## src/hdl/spims_pkg.sv

```systemverilog
// Shared types, register indexes and rate decode for the SPI master byte shifter.
`timescale 1ns / 1ps
`default_nettype none
package spims_pkg;

  // Configuration port geometry
  localparam int CFG_ADDR_W = 3;
  localparam int CFG_DATA_W = 3;

  // Register indexes
  localparam logic [CFG_ADDR_W-1:0] REG_ENABLE    = 3'd0;
  localparam logic [CFG_ADDR_W-1:0] REG_LSB_FIRST = 3'd1;
  localparam logic [CFG_ADDR_W-1:0] REG_POLARITY  = 3'd2;
  localparam logic [CFG_ADDR_W-1:0] REG_PHASE     = 3'd3;
  localparam logic [CFG_ADDR_W-1:0] REG_RATE      = 3'd4;
  localparam logic [CFG_ADDR_W-1:0] REG_IRQ_EN    = 3'd5;

  // Rate select codes
  localparam logic [2:0] RATE_DIV4   = 3'd0;
  localparam logic [2:0] RATE_DIV16  = 3'd1;
  localparam logic [2:0] RATE_DIV64  = 3'd2;
  localparam logic [2:0] RATE_DIV128 = 3'd3;
  localparam logic [2:0] RATE_DIV2   = 3'd4;

  // Transaction kinds
  typedef enum logic [1:0] {
    MODE_TICK   = 2'd0,
    MODE_WRITE  = 2'd1,
    MODE_READ   = 2'd2,
    MODE_STATUS = 2'd3
  } mode_t;

  typedef struct packed {
    logic       enable;
    logic       lsb_first;
    logic       clock_polarity;
    logic       clock_phase;
    logic [2:0] rate_select;
    logic       irq_enable;
  } cfg_t;

  // Side effects of a register write on the shifter state
  typedef struct packed {
    logic abort;    // enable written to 0
    logic pol_wr;   // polarity written
    logic pol_val;
  } cfg_evt_t;

  typedef struct packed {
    logic       mosi_level;
    logic       sck_level;
    logic       busy_res;
    logic       irq_request;
    logic       complete_flag;
    logic [7:0] read_byte;
  } result_t;

  // Ticks per SCK half period
  function automatic logic [6:0] half_period(input logic [2:0] rate);
    logic [6:0] half;
    unique case (rate)
      RATE_DIV16:  half = 7'd8;
      RATE_DIV64:  half = 7'd32;
      RATE_DIV128: half = 7'd64;
      RATE_DIV2:   half = 7'd1;
      default:     half = 7'd2;
    endcase
    return half;
  endfunction

endpackage
`default_nettype wire

```

## src/hdl/spi_master_byte_shifter.sv

```systemverilog
// Top level of the SPI master byte shifter.
//
//  channel  dir  handshake             payload
//  in_      in   in_tvalid/in_tready   in_tuser: mode; in_tdata: write_byte, miso_bit
//  out_     out  out_tvalid/out_tready out_tdata: read_byte .. mosi_level
//  cfg_     in   cfg_we                cfg_addr, cfg_wdata
//
// Each transaction is folded into the shifter state in the cycle it is accepted;
// its result appears on out_ the next cycle, one transaction per cycle while out_ accepts.
// The single result register sets the rate: input is taken while it is empty or
// being drained, so a stall on out_ holds in_tready low.
// Reset (rst_n, synchronous) clears registers, state and the result valid flag.
`timescale 1ns / 1ps
`default_nettype none
module spi_master_byte_shifter (
  input  wire                             clk,
  input  wire                             rst_n,
  input  wire                             in_tvalid,
  output logic                            in_tready,
  input  wire  [15:0]                     in_tdata,   // write_byte[7:0], miso_bit[8], zero pad
  input  wire  [1:0]                      in_tuser,   // mode[1:0]
  output logic                            out_tvalid,
  input  wire                             out_tready,
  output logic [15:0]                     out_tdata,  // read_byte[7:0], complete_flag[8],
                                                      // irq_request[9], busy_res[10],
                                                      // sck_level[11], mosi_level[12], pad
  input  wire                             cfg_we,
  input  wire  [spims_pkg::CFG_ADDR_W-1:0] cfg_addr,
  input  wire  [spims_pkg::CFG_DATA_W-1:0] cfg_wdata
);
  import spims_pkg::*;

  cfg_t     cfg;
  cfg_evt_t evt;
  result_t  res;
  result_t  out_res;
  logic     accept;

  assign accept = in_tvalid && in_tready;

  spims_cfg u_cfg (
    .clk       (clk),
    .rst_n     (rst_n),
    .cfg_we    (cfg_we),
    .cfg_addr  (cfg_addr),
    .cfg_wdata (cfg_wdata),
    .cfg       (cfg),
    .evt       (evt)
  );

  spims_engine u_engine (
    .clk        (clk),
    .rst_n      (rst_n),
    .item_vld   (accept),
    .item_mode  (in_tuser),
    .item_wbyte (in_tdata[7:0]),
    .item_miso  (in_tdata[8]),
    .cfg        (cfg),
    .evt        (evt),
    .res        (res)
  );

  spims_out u_out (
    .clk        (clk),
    .rst_n      (rst_n),
    .load       (accept),
    .res        (res),
    .ready      (in_tready),
    .out_tvalid (out_tvalid),
    .out_tready (out_tready),
    .out_res    (out_res)
  );

  // Pack the result, read_byte lowest and mosi_level highest
  assign out_tdata = {3'd0, out_res.mosi_level, out_res.sck_level, out_res.busy_res,
                      out_res.irq_request, out_res.complete_flag, out_res.read_byte};

endmodule
`default_nettype wire

```

## src/hdl/spims_cfg.sv

```systemverilog
// Configuration register file and write side-effect decode.
`timescale 1ns / 1ps
`default_nettype none
module spims_cfg (
  input  wire                             clk,
  input  wire                             rst_n,
  input  wire                             cfg_we,
  input  wire  [spims_pkg::CFG_ADDR_W-1:0] cfg_addr,
  input  wire  [spims_pkg::CFG_DATA_W-1:0] cfg_wdata,
  output spims_pkg::cfg_t                 cfg,
  output spims_pkg::cfg_evt_t             evt
);
  import spims_pkg::*;

  cfg_t cfg_r, cfg_nxt;

  // Register decode
  always_comb begin
    cfg_nxt = cfg_r;
    if (cfg_we) begin
      unique case (cfg_addr)
        REG_ENABLE:    cfg_nxt.enable         = cfg_wdata[0];
        REG_LSB_FIRST: cfg_nxt.lsb_first      = cfg_wdata[0];
        REG_POLARITY:  cfg_nxt.clock_polarity = cfg_wdata[0];
        REG_PHASE:     cfg_nxt.clock_phase    = cfg_wdata[0];
        REG_RATE:      cfg_nxt.rate_select    = cfg_wdata;
        REG_IRQ_EN:    cfg_nxt.irq_enable     = cfg_wdata[0];
        default:       cfg_nxt = cfg_r;
      endcase
    end
  end

  always_ff @(posedge clk) begin
    if (!rst_n) begin
      cfg_r <= '0;
    end else begin
      cfg_r <= cfg_nxt;
    end
  end

  // Writes that act on the shifter in the same cycle
  assign evt.abort   = cfg_we && (cfg_addr == REG_ENABLE) && !cfg_wdata[0];
  assign evt.pol_wr  = cfg_we && (cfg_addr == REG_POLARITY);
  assign evt.pol_val = cfg_wdata[0];

  assign cfg = cfg_r;

endmodule
`default_nettype wire

```

## src/hdl/spims_engine.sv

```systemverilog
// Shifter state: prescaler, edge counter, shift register and flags, one transaction a cycle.
`timescale 1ns / 1ps
`default_nettype none
module spims_engine (
  input  wire                  clk,
  input  wire                  rst_n,
  input  wire                  item_vld,
  input  wire  [1:0]           item_mode,
  input  wire  [7:0]           item_wbyte,
  input  wire                  item_miso,
  input  spims_pkg::cfg_t      cfg,
  input  spims_pkg::cfg_evt_t  evt,
  output spims_pkg::result_t   res
);
  import spims_pkg::*;

  logic [7:0] shift_r, shift_nxt;
  logic [7:0] rx_r, rx_nxt;
  logic [3:0] edge_r, edge_nxt;
  logic [5:0] presc_r, presc_nxt;
  logic       sck_r, sck_nxt;
  logic       mosi_r, mosi_nxt;
  logic       busy_r, busy_nxt;
  logic       done_r, done_nxt;

  logic [7:0] rd;
  logic [6:0] presc_inc;
  logic [7:0] shifted;
  logic       out_bit;
  logic       wr_bit;
  logic       leading;
  logic       last_edge;
  mode_t      mode;

  assign mode      = mode_t'(item_mode);
  assign presc_inc = {1'b0, presc_r} + 7'd1;
  assign shifted   = cfg.lsb_first ? {item_miso, shift_r[7:1]} : {shift_r[6:0], item_miso};
  assign out_bit   = cfg.lsb_first ? shift_r[0] : shift_r[7];
  assign wr_bit    = cfg.lsb_first ? item_wbyte[0] : item_wbyte[7];
  assign leading   = ~edge_r[0];
  assign last_edge = (edge_r == 4'hF);

  // Next state for one transaction, then register-write side effects
  always_comb begin
    shift_nxt = shift_r;
    rx_nxt    = rx_r;
    edge_nxt  = edge_r;
    presc_nxt = presc_r;
    sck_nxt   = sck_r;
    mosi_nxt  = mosi_r;
    busy_nxt  = busy_r;
    done_nxt  = done_r;
    rd        = '0;
    if (item_vld) begin
      unique case (mode)
        MODE_TICK: begin
          if (busy_r) begin
            if (presc_inc >= half_period(cfg.rate_select)) begin
              presc_nxt = '0;
              sck_nxt   = ~sck_r;
              if (!cfg.clock_phase) begin
                if (leading) shift_nxt = shifted;
                else if (!last_edge) mosi_nxt = out_bit;
              end else begin
                if (leading) mosi_nxt = out_bit;
                else shift_nxt = shifted;
              end
              if (last_edge) begin
                rx_nxt   = shift_nxt;
                done_nxt = 1'b1;
                busy_nxt = 1'b0;
                edge_nxt = '0;
                sck_nxt  = cfg.clock_polarity;
              end else begin
                edge_nxt = edge_r + 4'd1;
              end
            end else begin
              presc_nxt = presc_inc[5:0];
            end
          end
        end
        MODE_WRITE: begin
          done_nxt = 1'b0;
          if (cfg.enable && !busy_r) begin
            shift_nxt = item_wbyte;
            busy_nxt  = 1'b1;
            edge_nxt  = '0;
            presc_nxt = '0;
            sck_nxt   = cfg.clock_polarity;
            if (!cfg.clock_phase) mosi_nxt = wr_bit;
          end
        end
        MODE_READ: begin
          rd       = rx_r;
          done_nxt = 1'b0;
        end
        MODE_STATUS: begin
          rd = {done_r, 6'd0, (cfg.rate_select == RATE_DIV2)};
        end
        default: rd = '0;
      endcase
    end
    // Enable cleared mid-transfer aborts it
    if (evt.abort && busy_nxt) begin
      busy_nxt  = 1'b0;
      edge_nxt  = '0;
      presc_nxt = '0;
      sck_nxt   = cfg.clock_polarity;
    end
    // Polarity write moves an idle SCK at once
    if (evt.pol_wr && !busy_nxt) sck_nxt = evt.pol_val;
  end

  always_ff @(posedge clk) begin
    if (!rst_n) begin
      shift_r <= '0;
      rx_r    <= '0;
      edge_r  <= '0;
      presc_r <= '0;
      sck_r   <= 1'b0;
      mosi_r  <= 1'b0;
      busy_r  <= 1'b0;
      done_r  <= 1'b0;
    end else begin
      shift_r <= shift_nxt;
      rx_r    <= rx_nxt;
      edge_r  <= edge_nxt;
      presc_r <= presc_nxt;
      sck_r   <= sck_nxt;
      mosi_r  <= mosi_nxt;
      busy_r  <= busy_nxt;
      done_r  <= done_nxt;
    end
  end

  // Result reflects the state after this transaction
  assign res.read_byte     = rd;
  assign res.complete_flag = done_nxt;
  assign res.irq_request   = done_nxt & cfg.irq_enable;
  assign res.busy_res      = busy_nxt;
  assign res.sck_level     = sck_nxt;
  assign res.mosi_level    = mosi_nxt;

  // Counters rest at zero whenever no transfer runs
  a_idle_counters: assert property (@(posedge clk) disable iff (!rst_n)
    !busy_r |-> (edge_r == 4'd0) && (presc_r == 6'd0))
    else $error("counters not cleared while idle");

  // Idle SCK sits at the configured polarity
  a_idle_sck: assert property (@(posedge clk) disable iff (!rst_n)
    !busy_r |-> (sck_r == cfg.clock_polarity))
    else $error("idle SCK differs from polarity");

  // Complete flag is only raised by the end of a transfer
  a_done_at_end: assert property (@(posedge clk) disable iff (!rst_n)
    $rose(done_r) |-> $fell(busy_r))
    else $error("complete flag set without transfer end");

endmodule
`default_nettype wire

```

## src/hdl/spims_out.sv

```systemverilog
// Result register between the shifter and the output stream.
`timescale 1ns / 1ps
`default_nettype none
module spims_out (
  input  wire                 clk,
  input  wire                 rst_n,
  input  wire                 load,
  input  spims_pkg::result_t  res,
  output logic                ready,
  output logic                out_tvalid,
  input  wire                 out_tready,
  output spims_pkg::result_t  out_res
);
  import spims_pkg::*;

  logic    valid_r, valid_nxt;
  result_t res_r;

  // Take a new result when empty or when the held one leaves this cycle
  assign ready     = !valid_r || out_tready;
  assign valid_nxt = load || (valid_r && !out_tready);

  always_ff @(posedge clk) begin
    if (!rst_n) begin
      valid_r <= 1'b0;
    end else begin
      valid_r <= valid_nxt;
    end
  end

  always_ff @(posedge clk) begin
    if (load) begin
      res_r <= res;
    end
  end

  assign out_tvalid = valid_r;
  assign out_res    = res_r;

endmodule
`default_nettype wire
```

## config.mk

```make
export PLATFORM = sky130hd
export DESIGN_NAME = spi_master_byte_shifter
export DESIGN_NICKNAME = d
export VERILOG_FILES = /design/src/hdl/spims_pkg.sv /design/src/hdl/spi_master_byte_shifter.sv /design/src/hdl/spims_cfg.sv /design/src/hdl/spims_engine.sv /design/src/hdl/spims_out.sv
export SDC_FILE = /design/constraint.sdc
export NUM_CORES = 1
export LEC_CHECK = 0
export BUFFER_PORTS_ARGS = -buffer_cell sky130_fd_sc_hd__clkbuf_2
export CAP_MARGIN = 20
export CORE_MARGIN = 1.5
export CORE_UTILIZATION = 51
export DETAILED_ROUTE_END_ITERATION = 16
export PLACE_DENSITY = 0.87
export SLEW_MARGIN = 20
export SYNTH_ARGS = -nofsm -noshare
export SYNTH_HDL_FRONTEND = slang
export SYNTH_SLANG_ARGS = --single-unit
```

## constraint.sdc

```tcl
create_clock -name clk -period 3.09 [get_ports clk]
set_clock_uncertainty 0.15 [all_clocks]
set_input_delay 0.1545 -clock clk [delete_from_list [all_inputs] [get_ports clk]]
set_output_delay 0.1545 -clock clk [all_outputs]
set_load 0.01 [all_outputs]
```

==> results.toml, run 1 <==
[placement]
dpl.hpwl_um = 4600
gp_congestion = 0.860
port_buffers = 36
dp.cells = 424

[sta]
worstMarginPinSlew_ps = 1070
drv_slew = 0
max_slew_margin = 0.277
min_period_ps = 3010
fin_crit_sh = 0.975
hold_ws_ps = 14.0
hold_viol = 0
max_freq_mhz = 332
setup_viol = 0

[min_path]
hp-class = "primary input to flip-flop"
worstHoldStart = "in_tvalid"
min_path_cells = 2
min_to = "u_out.out_tvalid$_SDFF_PN0_"

[routing]
vias = 2537
drtAntennaViolNets = 0
firstDrtPassIters = 5
wl_per_cell_um = 15.5
post_drt_via_cell_ratio = 5.81
drc = 0
drtIter0Drc = 171
totalWireLength_um = 6760

[setup_path]
ff2ff_setup_slack_ps = 80
critPathKind = "flip-flop to flip-flop"
arrival_ps = 2930
start_kind = "flip-flop"
cp_max_fo = 5
worstReg2RegStart = "u_cfg.cfg[1]$_SDFFE_PN0P_"
cp.required_ps = 3010
endpoint_kind = "flip-flop"
r2r_end = "u_out.out_res[11]$_DFFE_PP_"
reg2regPathDepth = 9

[synthesis]
yosysUniqueCellTypes = 60
async_flop_share = 0
synth_ff_type = "dfxtp_1"
netlist_instances = 319
ys_seq_elements = 52
avgSynthCellArea_um2 = 9.23
synth-seq-area-share = 0.398
synth_edf_count = 13
syn_area_um2 = 2940
yosys_warnings = 0

[grt]
antenna_found_initial = 0
grt_pass1_wl_um = 10700
grt.met3_usage = 0.0460
grt_pass1_vias = 2374
met1_usage = 0.254
grt_overflow = 0
grt_usage = 0.220
grt_start_max_net_pins = 32
use_met2 = 0.381
grt-busiest-layer = "met2"

[clock_network]
cts_sinks = 52
htreeDepth = 2
clkTransAtPathRegs_ps = 100
clock_latency_ps = 310
clockBufferDepth = 2
numCtsBuffers = 5
cts_root_buf = "clkbuf_8"
tritoncts = "done"

[floorplanning]
die_area_um2 = 6240
die_h_um = 79.0
coreArea_um2 = 5540
rows = 27
pin_count = 47
start_util = 0.531
fp.dieW_um = 79.0

[run]
cap_violations = 0

[finish]
layout.cells.non_filler = 437
synthToLayoutAreaGrowth_pct = 15.9
nets = 400
diodes = 0
drive_above_1_share = 0.216

[run_status]
run_status = "completed"

[power]
power_density_nw_per_um2 = 358
vdd_drop_max_uv = 150
power_leakage_uw = 0.00139
==> per-layer routing <==
metal / up-vias / routed length, um
met5: - / 0
met4: 0 / 182
met1: 1180 / 2800
met2: 101 / 3400
li1: 1236 / -
met3: 20 / 380
==> stage by stage <==
stage / instance area, um2 / total power, uW / setup WS [ps] / setup TNS, ps / utilization
after CTS: 3320 / 1210 / 60.6 / 0 / 0.600
final: 3410 / 1220 / 78.6 / 0 / 0.616
after detailed placement: 3220 / 841 / 80.5 / 0 / 0.581
after global routing: 3410 / 1260 / -33.1 / -62.4 / 0.616
after floorplan: 2950 / 801 / 221 / 0 / -
after global placement: 3220 / 838 / 111 / 0 / 0.581
==> cell usage in the layout, fill, tap and decap left out, types with 2 or more instances in the layout <==
cell type	n
clkbuf_2	36
dfxtp_1	33
nand2_1	29
mux2i_1	26
nor2_1	23
nor2b_1	20
o21ai_0	18
and2_1	13
inv_1	13
edfxtp_1	13
buf_4	11
a21oi_1	10
nand3_1	9
o211ai_1	9
o211a_1	8
nand2b_1	6
ha_1	6
clkbuf_8	5
dfxtp_2	5
nand3b_1	4
and3_1	4
or3b_2	3
xnor2_1	3
a22oi_1	3
conb_1	3
xor2_1	2
o31ai_1	2
o22ai_1	2
nand4b_1	2
a32o_1	2
o21ai_4	2
a21boi_0	2
clkbuf_1	2
dlygate4sd3_1	2
buf_6	2
==> kinds of logic after synthesis <==
family,after synthesis,synth area share
AOI/OAI and AO/OA,72,0.184
xor gates and xnor gates,6,0.0204
adders and majority gates,7,0.0297
buffers and inverters,29,0.0463
DFF,52,0.398
muxes,27,0.0922
other,1,0.00127
and+or+nand+nor,125,0.228
==> registers in the layout (all words and copies together) (netlist names) <==
register          count
u_engine.mosi_r       1
u_engine.shift_r      8
u_out.out_res        13
u_out.out_tvalid      1
u_engine.presc_r      6
u_engine.done_r       1
u_cfg.cfg             8
u_engine.edge_r       4
u_engine.sck_r        1
u_engine.busy_r       1
u_engine.rx_r         8
==> final cells by class <==
cell class                      count  area (um2)
Inverter                           13        48.8
Fill cell                         461        2130
Clock inverter                      1        8.76
Tap cell                           72        90.1
Multi-Input combinational cell    241        1700
Sequential cell                    52        1180
Clock buffer                        7        76.3
Timing Repair Buffer               51         305
==> worst max-delay path by stage <==
stage | start | end | slack, ps
after floorplan | u_engine.presc_r[2]$_SDFFE_PP0P_ | u_out.out_res[11]$_DFFE_PP_ | 220
after global placement | u_cfg.cfg[1]$_SDFFE_PN0P_ | u_out.out_res[11]$_DFFE_PP_ | 110
after detailed placement | u_cfg.cfg[1]$_SDFFE_PN0P_ | u_out.out_res[11]$_DFFE_PP_ | 80
after CTS | u_cfg.cfg[1]$_SDFFE_PN0P_ | u_engine.shift_r[6]$_SDFFE_PN0P_ | 60
after global routing | u_engine.presc_r[1]$_SDFFE_PP0P_ | u_out.out_res[11]$_DFFE_PP_ | -30
final | u_cfg.cfg[1]$_SDFFE_PN0P_ | u_out.out_res[11]$_DFFE_PP_ | 80
==> power by group <==
part           internal [uW]  switching [uW]  leakage, uW  total [uW]
clock                    162             225    0.0000424         387
combinational           46.7            71.6     0.000903         118
sequential               708            7.93     0.000447         716
==> critical path, cell delays in order (launching register included) <==
cell      delay (ps)
dfxtp_4          370
or3b_2           480
ha_4             230
and3_1           170
a31o_1           250
a211oi_4         340
or2b_1           180
nor2_1            50
a311o_1          330
a32o_1           240
==> synthesized netlist by cell type (3+ instances only) <==
library cell  number  area [um2]
inv_1             13        48.8
a21oi_1           10        50.1
nor2_1            23        86.3
dfxtp_1           39         781
xnor2_1            3        26.3
and3_1             4        25.0
a22oi_1            3        22.5
or3b_2             3        26.3
nand2b_1           7        43.8
nand3_1           10        50.1
o211a_1            8        80.1
nand3b_1           4        30.0
mux2i_1           26         260
clkbuf_1           9        33.8
nor2b_1           20         125
ha_1               7        87.6
o211ai_1           9        67.6
edfxtp_1          13         390
o21ai_0           18        90.1
buf_4              3        22.5
and2_1            13        81.3
nand2_1           29         109
==> what timing repair did <==
item                       in CTS  in global routing
resized for setup               0                 15
hold endpoints to repair        2                  0
setup endpoints to repair       0                 16
buffers inserted                0                  2
hold buffers                    2                  0
Note: power is estimated with default switching activity, not from simulation.
==> inputs of run 2 (changes only) <==
- CORE_UTILIZATION: 51 -> 40
- MAX_ROUTING_LAYER: not set -> met4
- PLACE_DENSITY: 0.87 -> 0.73
==> results.toml, run 2 (same netlist as run 1, synthesis figures left out) <==
[floorplanning]
rows = 31
coreArea_um2 = 7180
die_h_um = 88.8
fp.dieW_um = 88.8
die_area_um2 = 7880
start_util = 0.410
pin_count = 47

[routing]
firstDrtPassIters = 5
totalWireLength_um = 6130
drtIter0Drc = 148
wl_per_cell_um = 13.3
post_drt_via_cell_ratio = 5.24
drtAntennaViolNets = 0
drc = 0
vias = 2420

[sta]
min_period_ps = 2970
hold_viol = 0
hold_ws_ps = 43.0
tns_ps = 0
worstMarginPinSlew_ps = 928
fin_crit_sh = 0.962
max_slew_margin = 0.373
drv_slew = 0
max_freq_mhz = 337
rsz0062_at_grt = "yes"
setup_viol = 0

[setup_path]
endpoint_kind = "flip-flop"
cp_max_fo = 6
worstReg2RegStart = "u_cfg.cfg[3]$_SDFFE_PN0P_"
crit_start = "u_cfg.cfg[3]$_SDFFE_PN0P_"
arrival_ps = 2890
cp.required_ps = 3010
r2r_end = "u_out.out_res[11]$_DFFE_PP_"
reg2regPathDepth = 9
start_kind = "flip-flop"
critPathKind = "flip-flop to flip-flop"
ff2ff_setup_slack_ps = 120

[grt]
use_met2 = 0.247
grt_usage = 0.164
grt-busiest-layer = "met2"
met1_usage = 0.227
grt.met3_usage = 0.0261
antenna_found_initial = 0
grt_overflow = 0
grt_start_max_net_pins = 32
grt_pass1_wl_um = 9880
grt_pass1_vias = 2060

[power]
total_power_uw = 1240
power_density_nw_per_um2 = 365
vdd_drop_max_uv = 207
power_leakage_uw = 0.00137

[placement]
port_buffers = 36
gp_congestion = 0.813
dpl.hpwl_um = 4500

[min_path]
worstHoldStart = "out_tready"
min_path_cells = 3
hp-class = "primary input to flip-flop"
min_to = "u_out.out_tvalid$_SDFF_PN0_"

[finish]
nets = 398
diodes = 0
final_cell_mix = "36 x clkbuf_2, 36 x dfxtp_1, 29 x nand2_1"
synthToLayoutAreaGrowth_pct = 15.1
final_util = 0.472
drive_above_1_share = 0.204
largest_reg_flops = 13

[clock_network]
cts_sinks = 52
clkTransAtPathRegs_ps = 110
tritoncts = "done"
numCtsBuffers = 5
clock_latency_ps = 310
htreeDepth = 2
clockBufferDepth = 2
cts_root_buf = "clkbuf_8"

[run_status]
run_status = "completed"

[run]
cap_violations = 0
==> run 2: changes by cell type in the layout (fill, tap and decap cells not counted), sizes merged <==
cell	before	now
buf	13	11
clkinv	1	2
dlygate4sd3	2	3
clkbuf	43	41
o21ai	20	19
inv	13	14
==> run 2: layout make-up <==
class,instances,area (um2)
clock buffer,5,68.8
tap,99,124
multi-input combinational,240,1650
timing repair buffer,50,293
inverter,13,48.8
clock inverter,3,26.3
fill,698,3790
sequential,52,1170
==> run 2: power by group <==
part           leakage (uW)  switching [uW]  internal, uW  total [uW]
logic              0.000874            67.4          46.8         114
clock network     0.0000487             242           166         408
registers          0.000446            7.90           709         717
==> run 2: through the flow <==
stage,std cells,setup slack [ps],cell area (um2)
final,462,119,3390
after global routing,462,-15.0,3390
after CTS,461,48.5,3370
after detailed placement,448,14.4,3230
after global placement,448,89.4,3230
after floorplan,321,221,2950
==> run 2: how the worst max path moves through the flow <==
stage,end,cells past startpoint,slack (ps)
CTS,u_out.out_res[9]$_DFFE_PP_,12,50
floorplan,u_out.out_res[11]$_DFFE_PP_,11,220
global route,u_engine.shift_r[2]$_SDFFE_PN0P_,13,-10
global placement,u_out.out_res[11]$_DFFE_PP_,11,90
finish,u_out.out_res[11]$_DFFE_PP_,9,120
detailed placement,u_out.out_res[11]$_DFFE_PP_,11,10
==> run 2: worst max-delay path: stages (launching register included) <==
cell	delay [ps]
dfxtp_1	360
or3b_2	480
ha_1	300
and3_1	170
a31o_1	240
a211oi_4	250
buf_4	170
a22oi_1	80
a311o_1	310
a32o_1	220
==> run 2: metal layers <==
| layer | vias up | wire length, um |
|---|---|---|
| li1 | 1222 | - |
| met2 | 59 | 2730 |
| met4 | 0 | 74 |
| met1 | 1134 | 2970 |
| met5 | - | 0 |
| met3 | 5 | 355 |
==> run 2: timing repair <==
item,4_1_cts,5_1_grt
setup endpoints to repair,1,26
resized for setup,0,6
endpoints found under the hold margin,3,0
hold buffers,3,0
buffers inserted,2,1
pin swaps,1,1
==> inputs of run 3 (changes only) <==
- CORE_UTILIZATION: 40 -> 26
- PLACE_DENSITY: 0.73 -> 0.55
==> results.toml, run 3 (same netlist as run 1, synthesis figures left out) <==
[floorplanning]
start_util = 0.269
die_h_um = 109
coreArea_um2 = 10900
pin_count = 47
rows = 38
die_area_um2 = 12000
fp.dieW_um = 109

[run_status]
run_status = "completed"

[clock_network]
clock_latency_ps = 290
tritoncts = "done"
cts_sinks = 52
clkTransAtPathRegs_ps = 70
cts_root_buf = "clkbuf_16"
htreeDepth = 2
clockBufferDepth = 2
numCtsBuffers = 5
post-cts-setup-buffers = 0

[routing]
drtIter0Drc = 155
drtAntennaViolNets = 0
drc = 0
firstDrtPassIters = 4
totalWireLength_um = 6710
post_drt_via_cell_ratio = 4.77
wl_per_cell_um = 13.3
vias = 2413

[setup_path]
start_kind = "flip-flop"
critPathKind = "flip-flop to flip-flop"
cp_max_fo = 6
crit_path_max_incr_delay_ps = 510
ff2ff_setup_slack_ps = 100
arrival_ps = 2880
path_cells = "or3b_2, ha_4, and3_1, a31o_1, a211oi_4, or2b_1, nor2_1, a311o_1, a32o_1"
cp.required_ps = 2980
reg2regPathDepth = 9
worstReg2RegStart = "u_cfg.cfg[3]$_SDFFE_PN0P_"
endpoint_kind = "flip-flop"
r2r_end = "u_out.out_res[11]$_DFFE_PP_"
crit_path_top_delay_cell = "or3b_2"

[grt]
grt_pass1_wl_um = 10900
grt_overflow = 0
antenna_found_initial = 0
grt_start_max_net_pins = 32
grt_pass1_vias = 2234
grt_usage = 0.121

[finish]
drive_above_1_share = 0.224
final_util = 0.327
final_common_cell = "clkbuf_2"
diodes = 0
nets = 401
final_cell_mix = "36 x clkbuf_2, 33 x dfxtp_1, 28 x nand2_1"
synthToLayoutAreaGrowth_pct = 21.4
largest_reg_flops = 13

[placement]
dpl.hpwl_um = 5090
gp_congestion = 0.884
port_buffers = 36

[power]
power_density_nw_per_um2 = 410
vdd_drop_max_uv = 258
power_leakage_uw = 0.00142

[sta]
setup_viol = 0
hold_viol = 0
max_freq_mhz = 334
hold_ws_ps = 76.7
fin_crit_sh = 0.968
min_period_ps = 2990
worstMarginPinSlew_ps = 901
max_slew_margin = 0.397
drv_slew = 0

[min_path]
worstHoldStart = "out_tready"
min_to = "u_out.out_tvalid$_SDFF_PN0_"
hp-class = "primary input to flip-flop"
min_path_cells = 3

[run]
cap_violations = 0
-- run 3: cell types whose count changed in the layout (fill, tap and decap cells not counted), moves of 2 or more --
cell / before / now
dfxtp_4: 0 / 2
buf_4: 11 / 14
clkbuf_8: 5 / 0
clkbuf_16: 0 / 5
dfxtp_1: 36 / 33
-- run 3: final cells by class --
| type | instances | area [um2] |
|---|---|---|
| clock buffers | 5 | 125 |
| multi-input cells | 240 | 1680 |
| flip-flops and latches | 52 | 1180 |
| repair buffers | 53 | 315 |
| well taps | 140 | 175 |
| fillers | 1152 | 7360 |
| inverters | 13 | 48.8 |
| clock inverters | 3 | 47.5 |
-- run 3: stage by stage --
stage          setup TNS (ps)  instance area [um2]  worst slack [ps]  power [uW]  cells
6_report                    0                 3570              99.4        1460    506
5_1_grt                 -31.9                 3570             -31.9        1520    506
4_1_cts                     0                 3530              20.5        1480    506
3_5_place_dp                0                 3320              40.1         844    495
3_3_place_gp                0                 3320               107         843    495
2_1_floorplan               0                 2950               221         801    321
-- run 3: worst max path at each step --
stage / end / startpoint
2_1_floorplan: u_out.out_res[11]$_DFFE_PP_ / u_engine.presc_r[2]$_SDFFE_PP0P_
3_3_place_gp: u_out.out_res[11]$_DFFE_PP_ / u_engine.presc_r[0]$_SDFFE_PP0P_
3_5_place_dp: u_out.out_res[11]$_DFFE_PP_ / u_engine.presc_r[0]$_SDFFE_PP0P_
4_1_cts: u_out.out_res[11]$_DFFE_PP_ / u_engine.presc_r[0]$_SDFFE_PP0P_
5_1_grt: u_out.out_res[11]$_DFFE_PP_ / u_engine.presc_r[0]$_SDFFE_PP0P_
6_report: u_out.out_res[11]$_DFFE_PP_ / u_cfg.cfg[3]$_SDFFE_PN0P_
-- run 3: power breakdown --
part / leakage [uW] / switching (uW) / internal (uW)
logic: 0.000892 / 68.5 / 45.8
clock network: 0.0000840 / 251 / 385
registers: 0.000448 / 7.63 / 707
-- run 3: routing by layer --
metal,track usage,up-vias,part of all wire
met3,0.0166,6,0.038
met2,0.183,52,0.45
met5,-,-,0
met4,0.0445,0,0.010
met1,0.163,1130,0.51
li1,-,1225,-
-- run 3: worst max-delay path, delay by kind of cell (launching register included) --
| family | cells | cell delay (ps) |
|---|---|---|
| fa+ha+maj | 1 | 230 |
| flops | 1 | 340 |
| simple gates | 4 | 890 |
| compound gates | 4 | 1120 |
-- run 3: timing repair --
item / CTS / global route
setup endpoints to repair: 0 / 32
endpoints found under the hold margin: 3 / 0
gates resized for setup: 0 / 15
hold buffers: 3 / 0
